File: src/rtl/core/vfc_pkg.sv
package vfc_pkg;

  localparam int SIZE_X = 64;
  localparam int SIZE_Y = 32;
  localparam int SIZE_Z = 64;

  localparam int XW = $clog2(SIZE_X);
  localparam int YW = $clog2(SIZE_Y);
  localparam int ZW = $clog2(SIZE_Z);
  localparam int AW = XW + YW + ZW;
  localparam int DEPTH = 1 << AW;
  localparam int TW = 3;

  localparam logic [1:0] REQ_WRITE  = 2'd0;
  localparam logic [1:0] REQ_MESH   = 2'd1;
  localparam logic [1:0] REQ_HEIGHT = 2'd2;

  localparam logic [TW-1:0] BT_VOID  = 3'd0;
  localparam logic [TW-1:0] BT_DIRT  = 3'd1;
  localparam logic [TW-1:0] BT_GRASS = 3'd2;
  localparam logic [TW-1:0] BT_LEAF  = 3'd3;
  localparam logic [TW-1:0] BT_LOG   = 3'd4;

  localparam logic [2:0] SIDE_SOUTH  = 3'd0;
  localparam logic [2:0] SIDE_EAST   = 3'd1;
  localparam logic [2:0] SIDE_NORTH  = 3'd2;
  localparam logic [2:0] SIDE_WEST   = 3'd3;
  localparam logic [2:0] SIDE_TOP    = 3'd4;
  localparam logic [2:0] SIDE_BOTTOM = 3'd5;

  localparam logic [2:0] COL_BLACK   = 3'd0;
  localparam logic [2:0] COL_BROWN   = 3'd1;
  localparam logic [2:0] COL_GREEN   = 3'd2;
  localparam logic [2:0] COL_DKGREEN = 3'd3;
  localparam logic [2:0] COL_DKBROWN = 3'd4;

  // probe steps: the voxel itself, then the six sides in output order
  localparam logic [2:0] STEP_CENTER = 3'd0;
  localparam logic [2:0] STEP_SOUTH  = 3'd1;
  localparam logic [2:0] STEP_EAST   = 3'd2;
  localparam logic [2:0] STEP_NORTH  = 3'd3;
  localparam logic [2:0] STEP_WEST   = 3'd4;
  localparam logic [2:0] STEP_TOP    = 3'd5;
  localparam logic [2:0] STEP_BOTTOM = 3'd6;
  localparam logic [2:0] STEP_END    = 3'd7;

  typedef struct packed {
    logic          we;
    logic [AW-1:0] waddr;
    logic [TW-1:0] wdata;
    logic [AW-1:0] raddr;
  } vfc_mem_req_t;

  function automatic logic signed [1:0] step_dx(input logic [2:0] step);
    case (step)
      STEP_EAST: return 2'sd1;
      STEP_WEST: return -2'sd1;
      default:   return 2'sd0;
    endcase
  endfunction

  function automatic logic signed [1:0] step_dy(input logic [2:0] step);
    case (step)
      STEP_TOP:    return 2'sd1;
      STEP_BOTTOM: return -2'sd1;
      default:     return 2'sd0;
    endcase
  endfunction

  function automatic logic signed [1:0] step_dz(input logic [2:0] step);
    case (step)
      STEP_SOUTH: return -2'sd1;
      STEP_NORTH: return 2'sd1;
      default:    return 2'sd0;
    endcase
  endfunction

  function automatic logic [2:0] face_colour(input logic [TW-1:0] t, input logic [2:0] side);
    case (t)
      BT_DIRT:  return COL_BROWN;
      BT_GRASS: return (side == SIDE_TOP) ? COL_GREEN : COL_BROWN;
      BT_LEAF:  return COL_DKGREEN;
      BT_LOG:   return COL_DKBROWN;
      default:  return COL_BLACK;
    endcase
  endfunction

endpackage

File: src/rtl/core/vfc_ifs.sv
interface vfc_req_if;
  logic              valid;
  logic              ready;
  logic [1:0]        req_type;
  logic signed [7:0] pos_x;
  logic signed [7:0] pos_y;
  logic signed [7:0] pos_z;
  logic [2:0]        block_type;

  modport source(output valid, req_type, pos_x, pos_y, pos_z, block_type, input ready);
  modport sink(input valid, req_type, pos_x, pos_y, pos_z, block_type, output ready);
endinterface

interface vfc_rsp_if;
  logic              valid;
  logic              ready;
  logic              face_valid;
  logic [2:0]        face_side;
  logic [2:0]        face_color;
  logic signed [6:0] column_height;
  logic              last;

  modport source(output valid, face_valid, face_side, face_color, column_height, last,
                 input ready);
  modport sink(input valid, face_valid, face_side, face_color, column_height, last,
               output ready);
endinterface

File: src/rtl/core/vfc_ctrl.sv
module vfc_ctrl import vfc_pkg::*; (
  input  logic              clk,
  input  logic              rst,
  vfc_req_if.sink           req,
  vfc_rsp_if.source         rsp,
  input  logic              busy,
  input  logic [TW-1:0]     rdata,
  output vfc_mem_req_t      mreq
);

  typedef enum logic [4:0] {
    S_IDLE   = 5'b00001,
    S_WRITE  = 5'b00010,
    S_MESH   = 5'b00100,
    S_HEIGHT = 5'b01000,
    S_EMIT   = 5'b10000
  } state_t;

  state_t            state;
  logic [1:0]        kind;
  logic signed [7:0] bx, by, bz;
  logic [TW-1:0]     btype;
  logic [TW-1:0]     ctype;
  logic [2:0]        step;
  logic [2:0]        step_d;
  logic [YW-1:0]     hy;
  logic [YW-1:0]     hy_d;
  logic              ydone;
  logic              vld_d;
  logic              oob_d;
  logic [5:0]        mask;
  logic signed [6:0] hres;

  logic              ovalid;
  logic              oface;
  logic [2:0]        oside;
  logic [2:0]        ocolor;
  logic signed [6:0] oheight;
  logic              olast;

  logic signed [1:0] dx, dy, dz;
  logic signed [8:0] px, py, pz;
  logic              inb;
  logic [AW-1:0]     paddr;
  logic [2:0]        sel;
  logic [5:0]        oneh;
  logic              take;

  assign take = req.valid && req.ready;
  assign req.ready = (state == S_IDLE) && !busy;

  // shared probe unit: coordinate offset, bounds check, address
  always_comb begin
    dx = (state == S_HEIGHT) ? 2'sd0 : step_dx(step);
    dy = (state == S_HEIGHT) ? 2'sd0 : step_dy(step);
    dz = (state == S_HEIGHT) ? 2'sd0 : step_dz(step);
    px = {bx[7], bx} + {{7{dx[1]}}, dx};
    pz = {bz[7], bz} + {{7{dz[1]}}, dz};
    if (state == S_HEIGHT) begin
      py = $signed(9'(hy));
    end else begin
      py = {by[7], by} + {{7{dy[1]}}, dy};
    end
    inb = !px[8] && (px[7:0] < 8'(SIZE_X)) &&
          !py[8] && (py[7:0] < 8'(SIZE_Y)) &&
          !pz[8] && (pz[7:0] < 8'(SIZE_Z));
    paddr = {pz[ZW-1:0], py[YW-1:0], px[XW-1:0]};
  end

  always_comb begin
    mreq.we    = (state == S_WRITE) && inb;
    mreq.waddr = paddr;
    mreq.wdata = btype;
    mreq.raddr = paddr;
  end

  always_comb begin
    sel = SIDE_SOUTH;
    for (int i = 5; i >= 0; i--) begin
      if (mask[i]) begin
        sel = 3'(i);
      end
    end
    oneh = 6'(1) << sel;
  end

  always_ff @(posedge clk) begin
    if (rst) begin
      state  <= S_IDLE;
      ovalid <= 1'b0;
    end else begin
      if (rsp.ready && state != S_EMIT) begin
        ovalid <= 1'b0;
      end
      case (state)
        S_IDLE: begin
          if (take) begin
            kind  <= req.req_type;
            bx    <= req.pos_x;
            by    <= req.pos_y;
            bz    <= req.pos_z;
            btype <= req.block_type;
            step  <= STEP_CENTER;
            hy    <= YW'(SIZE_Y - 1);
            ydone <= 1'b0;
            vld_d <= 1'b0;
            mask  <= '0;
            case (req.req_type)
              REQ_WRITE:  state <= S_WRITE;
              REQ_MESH:   state <= S_MESH;
              REQ_HEIGHT: state <= S_HEIGHT;
              default:    state <= S_IDLE;
            endcase
          end
        end
        S_WRITE: begin
          state <= S_IDLE;
        end
        S_MESH: begin
          if (step != STEP_END) begin
            vld_d  <= 1'b1;
            step_d <= step;
            oob_d  <= !inb;
            step   <= step + 3'd1;
          end else begin
            vld_d <= 1'b0;
          end
          if (vld_d) begin
            if (step_d == STEP_CENTER) begin
              if (oob_d || rdata == BT_VOID) begin
                mask  <= '0;
                state <= S_EMIT;
              end else begin
                ctype <= rdata;
              end
            end else begin
              mask <= mask | (6'(!oob_d && rdata == BT_VOID) << (step_d - STEP_SOUTH));
              if (step_d == STEP_BOTTOM) begin
                state <= S_EMIT;
              end
            end
          end
        end
        S_HEIGHT: begin
          if (!ydone) begin
            vld_d <= 1'b1;
            hy_d  <= hy;
            oob_d <= !inb;
            if (hy == '0) begin
              ydone <= 1'b1;
            end else begin
              hy <= hy - 1'b1;
            end
          end else begin
            vld_d <= 1'b0;
          end
          if (vld_d) begin
            if (oob_d || rdata != BT_VOID) begin
              hres  <= $signed(7'(hy_d));
              state <= S_EMIT;
            end else if (hy_d == '0) begin
              hres  <= -7'sd1;
              state <= S_EMIT;
            end
          end
        end
        S_EMIT: begin
          if (!ovalid || rsp.ready) begin
            ovalid <= 1'b1;
            if (kind == REQ_HEIGHT) begin
              oface   <= 1'b0;
              oside   <= SIDE_SOUTH;
              ocolor  <= COL_BLACK;
              oheight <= hres;
              olast   <= 1'b1;
              state   <= S_IDLE;
            end else if (mask == '0) begin
              oface   <= 1'b0;
              oside   <= SIDE_SOUTH;
              ocolor  <= COL_BLACK;
              oheight <= '0;
              olast   <= 1'b1;
              state   <= S_IDLE;
            end else begin
              oface   <= 1'b1;
              oside   <= sel;
              ocolor  <= face_colour(ctype, sel);
              oheight <= '0;
              olast   <= (mask & ~oneh) == '0;
              mask    <= mask & ~oneh;
              if ((mask & ~oneh) == '0) begin
                state <= S_IDLE;
              end
            end
          end
        end
        default: state <= S_IDLE;
      endcase
    end
  end

  assign rsp.valid         = ovalid;
  assign rsp.face_valid    = oface;
  assign rsp.face_side     = oside;
  assign rsp.face_color    = ocolor;
  assign rsp.column_height = oheight;
  assign rsp.last          = olast;

endmodule

File: src/flat_wrapper.sv
// flat-port wrapper written by rule: the top's interface ports become plain ports
module vfc_ctrl_flat import vfc_pkg::*;
  (clk, rst, busy, rdata, mreq, req_valid, req_req_type, req_pos_x, req_pos_y, req_pos_z, req_block_type, req_ready, rsp_valid, rsp_face_valid, rsp_face_side, rsp_face_color, rsp_column_height, rsp_last, rsp_ready);
  vfc_req_if req_i ();
  vfc_rsp_if rsp_i ();
  input  logic clk;
  input  logic rst;
  input  logic busy;
  input  logic [TW-1:0] rdata;
  output vfc_mem_req_t mreq;
  input wire logic [$bits(req_i.valid)-1:0] req_valid;
  input wire logic [$bits(req_i.req_type)-1:0] req_req_type;
  input wire logic [$bits(req_i.pos_x)-1:0] req_pos_x;
  input wire logic [$bits(req_i.pos_y)-1:0] req_pos_y;
  input wire logic [$bits(req_i.pos_z)-1:0] req_pos_z;
  input wire logic [$bits(req_i.block_type)-1:0] req_block_type;
  output wire logic [$bits(req_i.ready)-1:0] req_ready;
  output wire logic [$bits(rsp_i.valid)-1:0] rsp_valid;
  output wire logic [$bits(rsp_i.face_valid)-1:0] rsp_face_valid;
  output wire logic [$bits(rsp_i.face_side)-1:0] rsp_face_side;
  output wire logic [$bits(rsp_i.face_color)-1:0] rsp_face_color;
  output wire logic [$bits(rsp_i.column_height)-1:0] rsp_column_height;
  output wire logic [$bits(rsp_i.last)-1:0] rsp_last;
  input wire logic [$bits(rsp_i.ready)-1:0] rsp_ready;
  assign req_i.valid = req_valid;
  assign req_i.req_type = req_req_type;
  assign req_i.pos_x = req_pos_x;
  assign req_i.pos_y = req_pos_y;
  assign req_i.pos_z = req_pos_z;
  assign req_i.block_type = req_block_type;
  assign req_ready = req_i.ready;
  assign rsp_valid = rsp_i.valid;
  assign rsp_face_valid = rsp_i.face_valid;
  assign rsp_face_side = rsp_i.face_side;
  assign rsp_face_color = rsp_i.face_color;
  assign rsp_column_height = rsp_i.column_height;
  assign rsp_last = rsp_i.last;
  assign rsp_i.ready = rsp_ready;
  vfc_ctrl u_core (.clk(clk), .rst(rst), .req(req_i), .rsp(rsp_i), .busy(busy), .rdata(rdata), .mreq(mreq));
endmodule
File: config.mk
export PLATFORM = sky130hd
export DESIGN_NAME = vfc_ctrl_flat
export DESIGN_NICKNAME = d
export VERILOG_FILES = /design/src/rtl/core/vfc_pkg.sv /design/src/rtl/core/vfc_ifs.sv /design/src/rtl/core/vfc_ctrl.sv /design/src/flat_wrapper.sv
export SDC_FILE = /design/constraint.sdc
export NUM_CORES = 1
export LEC_CHECK = 0
export BUFFER_PORTS_ARGS = -buffer_cell sky130_fd_sc_hd__buf_4
export CAP_MARGIN = 20
export CORE_ASPECT_RATIO = 0.5
export CORE_MARGIN = 2
export CORE_UTILIZATION = 60
export DETAILED_ROUTE_END_ITERATION = 12
export PLACE_DENSITY = 0.89
export SLEW_MARGIN = 20
export SYNTH_ARGS = -nofsm -noshare
export SYNTH_HDL_FRONTEND = slang
export SYNTH_SLANG_ARGS = --single-unit
File: constraint.sdc
create_clock -name clk -period 6.26 [get_ports clk]
set_clock_uncertainty 0.1 [all_clocks]
set_input_delay 1.252 -clock clk [delete_from_list [all_inputs] [get_ports clk]]
set_output_delay 1.252 -clock clk [all_outputs]
set_load 0.005 [all_outputs]
### After elaboration in Yosys (flattened, before gate mapping)

Index checks and enable logic that the tools add are counted.

| operators by class | value |
|---|---|
| add/subtract/negate cells | 6 |
| $mul | 0 |
| divide/modulo/power cells | 0 |
| $lt $le $gt $ge | 3 |
| equality and inequality tests | 35 |
| shift operators | 2 |
| muxes and demuxes | 60 |
| bitwise operators | 6 |
| reduce and logical (&&, ||, !) cells | 48 |

Operators by type and width:

| operator | count |
|---|---|
| $mux W5 | 16 |
| $mux W6 | 7 |
| $add A8 B2 Y9 | 3 |
| $mux W3 | 8 |
| $pmux W5 S4 | 1 |
| $eq A3 B3 Y1 const B | 6 |
| $pmux W6 S3 | 1 |
| $reduce_and A3 Y1 | 6 |
| $lt A8 B7 Y1 const B | 2 |
| $reduce_and A8 Y1 | 2 |
| $eq A3 B2 Y1 const B | 4 |
| $logic_not A6 Y1 | 2 |
| $pmux W2 S2 | 3 |
| $pmux W3 S4 | 1 |
| $pmux W4 S3 | 1 |
| $reduce_and A4 Y1 | 3 |
| $mux W1 | 11 |
| $logic_and A1 B1 Y1 | 10 |
| $logic_not A5 Y1 | 2 |
| $ne A2 B1 Y1 const B | 5 |
| $pmux W5 S2 | 1 |
| $reduce_and A5 Y1 | 2 |
| $mux W9 | 1 |
| $ne A3 B3 Y1 const B | 3 |
| 34 further kinds | 59 |

| word-level totals | value |
|---|---|
| register bits after elaboration | 85 |
| bits in latches | 0 |
| memory bits (writable) | 0 |
| memory bits (read-only) | 0 |
| bits of input ports | 37 |
| output and inout port bits | 55 |
| word-level logic and storage cells | 183 |
| memories kept | 0 |

### Logic depth before layout (Yosys ltp)

| depth | value |
|---|---|
| word-level depth | 15 |
| gate-level depth with buffers | 14 |

### Least setup slack after synthesis

Ideal clock, no wire load.

| path | value |
|---|---|
| kind | register to output |
| from | register u_core.state[2] |
| to | output port mreq[37] in the netlist's numbering |
| arrival time | 3129 ps |
| slack | 1779 ps |
| cell stages (with the launch flop) | 14 |
| path through | dfxtp_1 > clkbuf_1 > nor3_1 > and3b_1 > clkbuf_1 > clkbuf_1 > nor2_1 > ha_1 > a211oi_1 > nor2_1 > o21a_1 > or3_1 > a211o_1 > nor4_1 |

RTL lines:

| item | line | source |
|---|---|---|
| start: declaration | vfc_ctrl.sv:19 | `state_t state;` |
| start signal: assignment | vfc_ctrl.sv:89 | `state <= S_IDLE;` |
| start signal: assignment | vfc_ctrl.sv:109 | `REQ_WRITE: state <= S_WRITE;` |
| start signal: assignment | vfc_ctrl.sv:110 | `REQ_MESH: state <= S_MESH;` |
| end: declaration | flat_wrapper.sv:10 | `output vfc_mem_req_t mreq;` |

==> metrics.yaml <==
setup_ws_ps: 728
drtIter0Drc: 237
detail_route.drc_violations: 0
fp.dieW_um: 128
num_antenna_cells: 0
worst_setup_slack_before_clock_tree_synthesis_ps: 1210
route.detailed.wl_per_inst_um: 16.3
crit_fanout: 17
seq_area_frac_synth_pct: 53.2
max_cap_viol_count: 0
pwr_density_cell_mw_per_mm2: 339
overflow: 0
hold_viol_final: 0
finalWeightedCongestion: 0.855
totalNegativeSetupSlack_ps: 0
core-area_mm2: 0.00735
min_path_type: "register to register"
dpl.hpwl_um: 6920
cts.path.max_buffers: 2
final.period_utilization_pct: 88.4
rows: 22
maxSlewViolCount: 0
cts.sinks: 83
max_clock_freq_mhz: 181
antenna_violations_before_repair: 0
vdd_drop_max_mv: 0.203
post_cts_resized: 0
n_fill_cell: 510
grt_pass1_wl_um: 15000
ys_dominant_reg_cell: "sky130_fd_sc_hd__edfxtp_1"
path_cells: "nor3_1 -> nand3b_1 -> and3_1 -> fa_1 -> a211oi_1 -> o21bai_1 -> a21oi_1 -> mux2i_1 -> o31a_1 -> nor4_1 -> buf_4"
clock_latency_ps: 340
syn-cell-area_mm2: 0.00458
cts_post_setup_buffers_inserted: 0
critical-path-slowest-cell: "sky130_fd_sc_hd__and3_1"
outcome: "finished clean"
setup_viol: 0
number_of_nets_in_the_layout: 549
floorplan.initialDensity_pct: 62.3
grt_pass1_vias: 3149
buffer_ports.inserted: 91
route.detailed.vias_per_inst: 5.87
detailroute.via_count: 3383
fin_util_pct: 74.9
syn_nets: 472
period_needed_ps: 5530
worstMarginPinSlew_ps: 1020
worstPathArrival_ps: 4180
design.portCount: 92
startpoint_type: "register"
fin_worst_hold_slack_ps: 418
grt.total_usage_pct: 23.7
worst-endpoint-required_ps: 4910
floorplan.die.height_um: 65.8
power.leakage_nw: 2.27
cts_tree: "done"
worst_path_largest_cell_delay_ps: 540
antenna_violating_nets_post_route: 0
wirelength_um: 9400
crit_buf_inv: 1
synth_enable_flop_cells: 77
clk_root_buffer_cell: "sky130_fd_sc_hd__clkbuf_16"
synth.ff_latch_count: 83
layout-drive-gt1-share_pct: 25.2
warnings_from_yosys: 0
synthToLayoutAreaGrowth_pct: 20.3
ys_types: 53
rsz_0062_raised_after_global_routing: "no"
cts_hold_buf: 0
synth_area_per_cell_um2: 11.5
max-slew-margin-rel_pct: 31.9
grt_max_degree: 28
syn-instance-count: 398
asyncSetResetFlopFracSynth_pct: 0
fp.dieArea_mm2: 0.00838
cp_top_family: "simple AND/OR/NAND/NOR gates"
clkTransAtPathRegs_ps: 60
detail_route.first_pass.iterations: 5
setup.worst_path.end_class: "primary output"
critPathKind: "register to primary output"
cts_made_buffers: 9
ctsHtreeMaxLevel: 3
## power breakdown
| part | internal, W | total (W) | switching, W | leakage, nW |
|---|---|---|---|---|
| sequential | 0.000677 | 0.000730 | 0.0000530 | 0.735 |
| clock | 0.000271 | 0.000487 | 0.000216 | 0.139 |
| combinational | 0.000308 | 0.000647 | 0.000339 | 1.40 |
## through the flow
step	area, um2	power [W]	std cells
after floorplan	4580	0.00117	398
after global placement	5220	0.00135	560
after detailed placement	5230	0.00138	560
after CTS	5500	0.00187	576
after global routing	5500	0.00197	576
final	5500	0.00186	576
## layer usage
layer / up-vias / part of all wire (%) / wire (um) / global-route usage [%]
met5: - / 0 / 0 / 0
met4: 0 / 1.4 / 132 / 8.38
met3: 13 / 8.1 / 762 / 7.41
met2: 150 / 49 / 4620 / 41.1
met1: 1585 / 41 / 3890 / 28.3
li1: 1635 / - / - / -
## registers in the layout, summed over array words and instances (netlist names), 2 cells and up
name,flops
u_core.btype,3
u_core.bx,8
u_core.by,8
u_core.bz,8
u_core.ctype,3
u_core.hres,6
u_core.hy,5
u_core.hy_d,5
u_core.kind,2
u_core.mask,6
u_core.rsp.column_height,6
u_core.rsp.face_color,3
u_core.rsp.face_side,3
u_core.state,5
u_core.step,3
u_core.step_d,3
## placed cells by master, fill, tap and decap left out, types with 7 or more instances in the layout
| cell type | instances |
|---|---|
| sky130_fd_sc_hd__nor2_1 | 34 |
| sky130_fd_sc_hd__clkbuf_16 | 9 |
| sky130_fd_sc_hd__a21oi_1 | 29 |
| sky130_fd_sc_hd__nand2_1 | 27 |
| sky130_fd_sc_hd__xnor2_1 | 9 |
| sky130_fd_sc_hd__a211oi_1 | 7 |
| sky130_fd_sc_hd__nor3_1 | 14 |
| sky130_fd_sc_hd__buf_4 | 92 |
| sky130_fd_sc_hd__edfxtp_1 | 77 |
| sky130_fd_sc_hd__ha_1 | 34 |
| sky130_fd_sc_hd__o21ai_0 | 20 |
| sky130_fd_sc_hd__and2_1 | 7 |
| sky130_fd_sc_hd__inv_1 | 14 |
## area by class of cell
cell class                      instances  area, um2  share of cell area [%]
Clock buffer                            9        225                    4.09
Clock inverter                          7       51.3                   0.932
Inverter                               14       52.6                   0.955
Multi-Input combinational cell        275       1930                    35.1
Sequential cell                        83       2430                    44.2
Tap cell                               96        120                    2.18
Timing Repair Buffer                   92        691                    12.5
## cell families (layout without fill, tap and decap cells)
family	after synthesis	in the layout	share of synthesized area, %
multiplexers	3	3	0.656
XOR/XNOR	15	15	2.87
flip-flops	83	83	53.2
AO/OA/AOI/OAI	94	94	13.5
adder cells (fa/ha/maj)	38	38	10.8
AND/OR/NAND/NOR	125	125	14.1
buffers and inverters	40	122	4.92
## final timing paths
kind,endpoint,startpoint,slack (ps),depth (start not counted)
max reg2reg,u_core.oob_d,u_core.state[4],2220,10
min,u_core.rsp.column_height[1],u_core.hres[1],420,1
max,mreq[37],u_core.state[4],730,11
min reg2reg,u_core.rsp.column_height[1],u_core.hres[1],420,1
## cell usage after synthesis (all sizes together) (7+ instances only)
library cell | instances | area, um2
edfxtp | 77 | 2310
nor3 | 14 | 70.1
buf | 19 | 146
a211oi | 7 | 52.6
ha | 34 | 425
nand2 | 27 | 101
and2 | 7 | 43.8
clkbuf | 7 | 26.3
a21oi | 30 | 154
inv | 14 | 52.6
o21ai | 20 | 100
xnor2 | 9 | 78.8
nor2 | 35 | 131
a21o | 7 | 53.8
Note: power is estimated with default switching activity, not from simulation.
